==> src/design/mexp_pkg.sv <==
// ----------------------------------------------------------------------------
// mexp_pkg: shared types and constants for the modular exponentiation block
// Holds the sequencer state type and the fixed operand width.
// ----------------------------------------------------------------------------
package mexp_pkg;

    localparam int DATA_BITS = 64;
    localparam int CNT_W     = $clog2(DATA_BITS);

    typedef enum logic [2:0] {
        ST_IDLE,
        ST_RED_BASE,
        ST_RED_EXP,
        ST_EXP_BIT,
        ST_MUL,
        ST_DONE
    } state_t;

endpackage

==> src/design/mexp_mod_unit.sv <==
// ----------------------------------------------------------------------------
// mexp_mod_unit: shared modular add and double unit
// Gives (a + b) mod m when add_en is set (else a), and (2b + cin) mod m.
// Both operands must be below m. One compare and subtract per lane.
// ----------------------------------------------------------------------------
module mexp_mod_unit #(
    parameter int W = 64
) (
    input  logic [W-1:0] a,
    input  logic [W-1:0] b,
    input  logic [W-1:0] m,
    input  logic         add_en,
    input  logic         cin,
    output logic [W-1:0] sum_mod,
    output logic [W-1:0] dbl_mod
);

    logic [W:0] sum_raw;
    logic [W:0] sum_red;
    logic [W:0] dbl_raw;
    logic [W:0] dbl_red;
    logic [W:0] m_ext;

    assign m_ext   = {1'b0, m};
    assign sum_raw = {1'b0, a} + {1'b0, b};
    assign sum_red = (sum_raw >= m_ext) ? (sum_raw - m_ext) : sum_raw;
    assign dbl_raw = {b, cin};
    assign dbl_red = (dbl_raw >= m_ext) ? (dbl_raw - m_ext) : dbl_raw;

    assign sum_mod = add_en ? sum_red[W-1:0] : a;
    assign dbl_mod = dbl_red[W-1:0];

endmodule

==> src/design/modular_exponentiation.sv <==
// ----------------------------------------------------------------------------
// modular_exponentiation: base^exponent mod modulus, square and multiply
// Input channel (in_valid/in_stall) carries cmd, base, exponent, modulus and
// expected; a beat is taken when in_valid is high and in_stall low. The
// output channel (out_valid/out_stall) returns power, match and bad_modulus,
// one beat per input beat, held stable while out_stall is high.
// One item at a time: in_stall stays high from the accepted beat until the
// result is loaded into the output register. Work per item, in order:
//   base and expected are reduced mod m one bit per cycle (ST_RED_BASE,
//   ST_RED_EXP); then per exponent bit below the top set bit: one square,
//   and one product before it when the bit is set; the top set bit takes
//   one product. Each product or square steps through the multiplier bits
//   up to its top set bit, one add/double per bit.
// All of it runs through the single shared modular add/double unit. A zero
// modulus skips the work and returns power 0 with bad_modulus set.
// A finished result waits in ST_DONE while the output register holds an
// unaccepted beat. Reset clears the sequencer and the output valid.
// ----------------------------------------------------------------------------
module modular_exponentiation #(
    parameter int MOD_BITS = 64,
    parameter int EXP_BITS = 64
) (
    input  logic                           clk,
    input  logic                           rst_n,
    input  logic                           in_valid,
    output logic                           in_stall,
    input  logic                           cmd,
    input  logic [mexp_pkg::DATA_BITS-1:0] base,
    input  logic [mexp_pkg::DATA_BITS-1:0] exponent,
    input  logic [mexp_pkg::DATA_BITS-1:0] modulus,
    input  logic [mexp_pkg::DATA_BITS-1:0] expected,
    output logic                           out_valid,
    input  logic                           out_stall,
    output logic [mexp_pkg::DATA_BITS-1:0] power,
    output logic                           match,
    output logic                           bad_modulus
);

    import mexp_pkg::*;

    state_t                state_reg, state_next;
    logic [MOD_BITS-1:0]   m_reg, m_next;
    logic [EXP_BITS-1:0]   e_reg, e_next;
    logic                  cmd_reg, cmd_next;
    logic                  bad_reg, bad_next;
    logic [DATA_BITS-1:0]  src_reg, src_next;
    logic [DATA_BITS-1:0]  xsrc_reg, xsrc_next;
    logic [CNT_W-1:0]      cnt_reg, cnt_next;
    logic [MOD_BITS-1:0]   x_reg, x_next;
    logic [MOD_BITS-1:0]   y_reg, y_next;
    logic [MOD_BITS-1:0]   p_reg, p_next;
    logic [MOD_BITS-1:0]   acc_reg, acc_next;
    logic [MOD_BITS-1:0]   sq_reg, sq_next;
    logic [MOD_BITS-1:0]   exp_reg, exp_next;
    logic                  is_sq_reg, is_sq_next;
    logic                  ov_reg, ov_next;
    logic [DATA_BITS-1:0]  power_reg, power_next;
    logic                  match_reg, match_next;
    logic                  badout_reg, badout_next;

    logic [MOD_BITS-1:0]   u_a;
    logic                  u_add_en;
    logic                  u_cin;
    logic [MOD_BITS-1:0]   u_sum;
    logic [MOD_BITS-1:0]   u_dbl;

    mexp_mod_unit #(
        .W (MOD_BITS)
    ) u_mod (
        .a       (u_a),
        .b       (x_reg),
        .m       (m_reg),
        .add_en  (u_add_en),
        .cin     (u_cin),
        .sum_mod (u_sum),
        .dbl_mod (u_dbl)
    );

    assign in_stall    = (state_reg != ST_IDLE);
    assign out_valid   = ov_reg;
    assign power       = power_reg;
    assign match       = match_reg;
    assign bad_modulus = badout_reg;

    always_ff @(posedge clk or negedge rst_n)
    begin
        if (!rst_n)
        begin
            state_reg <= ST_IDLE;
            ov_reg    <= 1'b0;
        end
        else
        begin
            state_reg <= state_next;
            ov_reg    <= ov_next;
        end
    end

    always_ff @(posedge clk)
    begin
        m_reg      <= m_next;
        e_reg      <= e_next;
        cmd_reg    <= cmd_next;
        bad_reg    <= bad_next;
        src_reg    <= src_next;
        xsrc_reg   <= xsrc_next;
        cnt_reg    <= cnt_next;
        x_reg      <= x_next;
        y_reg      <= y_next;
        p_reg      <= p_next;
        acc_reg    <= acc_next;
        sq_reg     <= sq_next;
        exp_reg    <= exp_next;
        is_sq_reg  <= is_sq_next;
        power_reg  <= power_next;
        match_reg  <= match_next;
        badout_reg <= badout_next;
    end

    always_comb
    begin
        state_next  = state_reg;
        m_next      = m_reg;
        e_next      = e_reg;
        cmd_next    = cmd_reg;
        bad_next    = bad_reg;
        src_next    = src_reg;
        xsrc_next   = xsrc_reg;
        cnt_next    = cnt_reg;
        x_next      = x_reg;
        y_next      = y_reg;
        p_next      = p_reg;
        acc_next    = acc_reg;
        sq_next     = sq_reg;
        exp_next    = exp_reg;
        is_sq_next  = is_sq_reg;
        power_next  = power_reg;
        match_next  = match_reg;
        badout_next = badout_reg;
        ov_next     = ov_reg && out_stall;
        u_a         = p_reg;
        u_add_en    = 1'b0;
        u_cin       = 1'b0;

        case (state_reg)
            ST_IDLE:
            begin
                if (in_valid)
                begin
                    m_next    = modulus[MOD_BITS-1:0];
                    e_next    = exponent[EXP_BITS-1:0];
                    cmd_next  = cmd;
                    src_next  = base;
                    xsrc_next = expected;
                    x_next    = '0;
                    cnt_next  = CNT_W'(DATA_BITS - 1);
                    bad_next  = (modulus[MOD_BITS-1:0] == '0);
                    state_next = (modulus[MOD_BITS-1:0] == '0) ? ST_DONE : ST_RED_BASE;
                end
            end
            ST_RED_BASE:
            begin
                u_cin    = src_reg[DATA_BITS-1];
                src_next = src_reg << 1;
                x_next   = u_dbl;
                cnt_next = cnt_reg - 1'b1;
                if (cnt_reg == '0)
                begin
                    sq_next    = u_dbl;
                    src_next   = xsrc_reg;
                    x_next     = '0;
                    cnt_next   = CNT_W'(DATA_BITS - 1);
                    state_next = ST_RED_EXP;
                end
            end
            ST_RED_EXP:
            begin
                u_cin    = src_reg[DATA_BITS-1];
                src_next = src_reg << 1;
                x_next   = u_dbl;
                cnt_next = cnt_reg - 1'b1;
                if (cnt_reg == '0)
                begin
                    exp_next   = u_dbl;
                    acc_next   = (m_reg == MOD_BITS'(1)) ? '0 : MOD_BITS'(1);
                    state_next = ST_EXP_BIT;
                end
            end
            ST_EXP_BIT:
            begin
                p_next = '0;
                x_next = sq_reg;
                if (e_reg == '0)
                begin
                    state_next = ST_DONE;
                end
                else if (e_reg[0])
                begin
                    y_next     = acc_reg;
                    is_sq_next = 1'b0;
                    state_next = ST_MUL;
                end
                else
                begin
                    y_next     = sq_reg;
                    is_sq_next = 1'b1;
                    state_next = ST_MUL;
                end
            end
            ST_MUL:
            begin
                if (y_reg == '0)
                begin
                    if (is_sq_reg)
                    begin
                        sq_next = p_reg;
                        e_next  = e_reg >> 1;
                    end
                    else
                    begin
                        acc_next = p_reg;
                        e_next   = {e_reg[EXP_BITS-1:1], 1'b0};
                    end
                    state_next = ST_EXP_BIT;
                end
                else
                begin
                    u_add_en = y_reg[0];
                    p_next   = u_sum;
                    x_next   = u_dbl;
                    y_next   = y_reg >> 1;
                end
            end
            ST_DONE:
            begin
                if (!ov_reg || !out_stall)
                begin
                    power_next  = bad_reg ? '0 : DATA_BITS'(acc_reg);
                    match_next  = !bad_reg && cmd_reg && (acc_reg == exp_reg);
                    badout_next = bad_reg;
                    ov_next     = 1'b1;
                    state_next  = ST_IDLE;
                end
            end
            default:
            begin
                state_next = ST_IDLE;
            end
        endcase
    end

`ifndef ASSERT_OFF
    a_accept_leaves_idle: assert property (@(posedge clk) disable iff (!rst_n)
        (in_valid && !in_stall) |=> (state_reg != ST_IDLE))
        else $error("accepted beat did not start the sequencer");

    a_operand_reduced: assert property (@(posedge clk) disable iff (!rst_n)
        (state_reg == ST_MUL) |-> (x_reg < m_reg && p_reg < m_reg))
        else $error("product operand not reduced below modulus");

    a_acc_reduced: assert property (@(posedge clk) disable iff (!rst_n)
        (state_reg == ST_EXP_BIT) |-> (acc_reg < m_reg && sq_reg < m_reg))
        else $error("running power not reduced below modulus");

    a_bad_result: assert property (@(posedge clk) disable iff (!rst_n)
        (out_valid && bad_modulus) |-> (power == '0 && !match))
        else $error("bad modulus result carries data");
`endif

endmodule
==> config.mk <==
export PLATFORM = sky130hd
export DESIGN_NAME = modular_exponentiation
export DESIGN_NICKNAME = d
export VERILOG_FILES = /design/src/design/mexp_pkg.sv /design/src/design/mexp_mod_unit.sv /design/src/design/modular_exponentiation.sv
export SDC_FILE = /design/constraint.sdc
export NUM_CORES = 2
export LEC_CHECK = 0
export ABC_AREA = 1
export BUFFER_PORTS_ARGS = -buffer_cell sky130_fd_sc_hd__buf_2
export CAP_MARGIN = 20
export CELL_PAD_IN_SITES_DETAIL_PLACEMENT = 1
export CELL_PAD_IN_SITES_GLOBAL_PLACEMENT = 2
export CORE_MARGIN = 3
export CORE_UTILIZATION = 39
export DETAILED_ROUTE_END_ITERATION = 12
export GPL_TIMING_DRIVEN = 0
export PLACE_DENSITY_LB_ADDON = 0.1
export SETUP_SLACK_MARGIN = 0.1
export SLEW_MARGIN = 20
export SYNTH_ARGS = -nofsm -noshare
export SYNTH_HDL_FRONTEND = slang
export SYNTH_HIERARCHICAL = 1
export SYNTH_SLANG_ARGS = --single-unit
==> constraint.sdc <==
create_clock -name clk -period 20 [get_ports clk]
set_input_delay 6 -clock clk [delete_from_list [all_inputs] [get_ports clk]]
set_output_delay 6 -clock clk [all_outputs]
set_load 0.1 [all_outputs]
==> results.sh <==
export IMPL_synth_top_cell_by_area="edfxtp_1"
export IMPL_postRouteAntennaNets=0
export IMPL_period_share_pct=40.0
export IMPL_worstSetupPathType="flip-flop to primary output"
export IMPL_startpoint_type="flip-flop"
export IMPL_use_met3_pct=2.93
export IMPL_die_area_um2=131000
export IMPL_final_hold_violation_count=0
export IMPL_period_minus_slack_ps=8000
export IMPL_synth_top_cell_area_share_pct=43.4
export IMPL_die_y_um=362
export IMPL_cp_required_ps=14000
export IMPL_syn_num_nets=7061
export IMPL_finalSetupViolCount=0
export IMPL_status="complete, no violations"
export IMPL_hpwl_mm=185
export IMPL_ctsResizeCount=0
export IMPL_drive_gt1_share_pct=10.3
export IMPL_cts_tree="built"
export IMPL_clkSlewWorstSetupHoldPaths_ps=60
export IMPL_port_buffers=328
export IMPL_ctsHoldBuffers=0
export IMPL_synth_seq_cells=719
export IMPL_max_freq_mhz=125
export IMPL_grt_pass1_vias=46800
export IMPL_finalPower_uw=11600
export IMPL_die_x_um=362
export IMPL_fin_nets=7499
export IMPL_synth_warnings=6
export IMPL_core_area_um2=125000
export IMPL_cts_sinks=719
export IMPL_drt_drc_violations_left=0
export IMPL_ctsHtreeMaxLevel=3
export IMPL_fin_util_pct=45.2
export IMPL_syn_area_um2=49400
export IMPL_grt_overflow=0
export IMPL_endpoint_kind="primary output"
export IMPL_drt_first_pass_iters=5
export IMPL_p_leak_uw=0.0270
export IMPL_use_met1_pct=43.7
export IMPL_ys_top_cells_by_area="edfxtp_1 (43%), nand2_1 (16%), inv_1 (9.0%), nor2_1 (5.4%), ha_1 (4.9%)"
export IMPL_final_setup_skew_ps=74.7
export IMPL_gp_congestion=1.03
export IMPL_grt_antenna_before_repair=8
export IMPL_syn_inst=6604
export IMPL_grt_pass1_wl_mm=306
export IMPL_syn_to_final_growth_pct=14.1
export IMPL_hold_class="flip-flop to flip-flop"
export IMPL_maxCapViolations=0
export IMPL_num_vias=46000
export IMPL_wirelength_mm=216
export IMPL_synth_edf_count=715
export IMPL_top_usage_layer="met2"
export IMPL_relSlewSlack_pct=30.2
export IMPL_drt_vias_per_instance=5.26
export IMPL_fin_tns_setup_ps=0
export IMPL_cp_max_fo=6
export IMPL_cts_made_buffers=81
export IMPL_use_met2_pct=51.9
export IMPL_tightest_slew_ps=1040
export IMPL_rsz0062_at_grt="no"
export IMPL_drt_first_iter_violations=3886
export IMPL_postSynthAreaPerCell_um2=7.48
export IMPL_cts_max_path_buffers=3
export IMPL_final_max_slew_viol_count=0
export IMPL_wire_per_inst_um=24.6
export IMPL_p_per_area_nw_per_um2=206
export IMPL_cts_root_buf="clkbuf_16"
export IMPL_synthArstFlopShare_pct=0.556
export IMPL_start_util_pct=39.6
export IMPL_cts_setup_buffers=0
export IMPL_synth_top_flop_cell="edfxtp_1"
export IMPL_gr_usage_all_layers_pct=32.1
export IMPL_rows=129
export IMPL_grt_max_degree=60
export IMPL_yosysUniqueCellTypes=53
export IMPL_synth_seq_area_share_pct=43.7
export IMPL_peakVddDrop_uv=137
export IMPL_arrival_ps=2000
export IMPL_clk_latency_ps=710
export IMPL_io_pins=329
[area by class of cell]
cell class                      instances  area [um2]
Fill cell                           15700       68400
Multi-Input combinational cell       4528       22400
Sequential cell                       719       21600
Inverter                             1202        4520
Timing Repair Buffer                  355        2180
Clock buffer                          101        2140
Tap cell                             1637        2050
Buffer                                155         943
Clock inverter                         45         492
Antenna cell                            7        17.5
[where the power goes]
part | switching [uW] | leakage, uW | internal, uW | total (uW)
Sequential | 306 | 0.00685 | 2370 | 2670
Clock | 658 | 0.00128 | 846 | 1500
Combinational | 5290 | 0.0188 | 2150 | 7440
[metal layers]
layer  wire, um  share of wire [%]  vias to the layer above
met4      11500                5.3                        0
met2      97400                 45                     1288
li1           -                  -                    22000
met1      96500                 45                    22400
met5          0                  0                        -
met3      10200                4.7                      327
[cells in the mapped netlist (4+ instances only)]
cell and instances:
nand4_1 61, o21ai_1 4, ha_1 193, dfrtp_1 4, a22o_1 21, and2_1 4
buf_1 5, o21ai_0 242, nor2_1 712, nor2_2 59, a31oi_1 70, o21bai_1 87
o21a_1 8, o22ai_1 9, edfxtp_1 715, nand2_2 5, buf_6 33, clkbuf_1 50
inv_2 16, buf_4 12, nand2_1 2122, xor2_1 71, o211ai_1 9, or2_2 9
nor3_1 39, inv_1 1185, buf_2 54, o211ai_2 59, nor4_1 27, xnor2_1 49
nand3b_1 34, a21o_1 13, nand3_1 362, a21oi_1 231, and3_1 4
[cell families (layout without fill, tap and decap cells)]
group	Yosys count	after routing	synth area share (%)
AO/OA/AOI/OAI	764	764	9.67
other	0	7	0
XOR/XNOR	120	120	2.13
buffers and inverters	1357	1858	11.0
AND/OR/NAND/NOR	3448	3448	28.5
flip-flops	719	719	43.7
adder cells (fa/ha/maj)	196	196	5.01
[worst max-delay path, cell delays in order (launching register included)]
cell,delay (ps)
dfrtp_1,480
nor2_2,80
nand2_1,250
buf_2,500
[cell usage in the layout, fill, tap and decap left out, types with 49 or more instances in the layout]
cell type and n:
nor2_1 709, clkbuf_1 67, edfxtp_1 715, o211ai_2 59, nand3_1 362, nand4_1 61, a31oi_1 70, ha_1 193
xor2_1 71, buf_2 382, a21oi_1 230, clkbuf_16 82, nand2_1 2121, inv_1 1183, nor2_2 59, xnor2_1 49
o21bai_1 87, o21ai_0 242
[through the flow]
step	worst slack (ps)	cells	instance area, um2	hold slack (ps)
2_1_floorplan	5030	6604	49400	449
3_3_place_gp	-243	8569	53100	511
3_5_place_dp	11870	8596	53700	515
4_1_cts	11960	8742	56300	513
5_1_grt	11940	8747	56400	550
6_report	12000	8749	56400	516
[path summary, 6_finish.rpt]
| path | from | end | slack [ps] | cells past startpoint |
|---|---|---|---|---|
| worst max-delay path | state_reg[0] | in_stall | 12000 | 3 |
| worst min-delay path | src_reg[48] | src_reg[49] | 520 | 2 |
| worst max register to register | x_reg[4] | p_reg[63] | 13890 | 30 |
| worst min register to register | src_reg[48] | src_reg[49] | 520 | 2 |
| max in group asynchronous | rst_n | state_reg[2] | 14760 | 1 |
| min in group asynchronous | rst_n | state_reg[0] | 5110 | 1 |
Note: power is estimated with default switching activity, not from simulation.
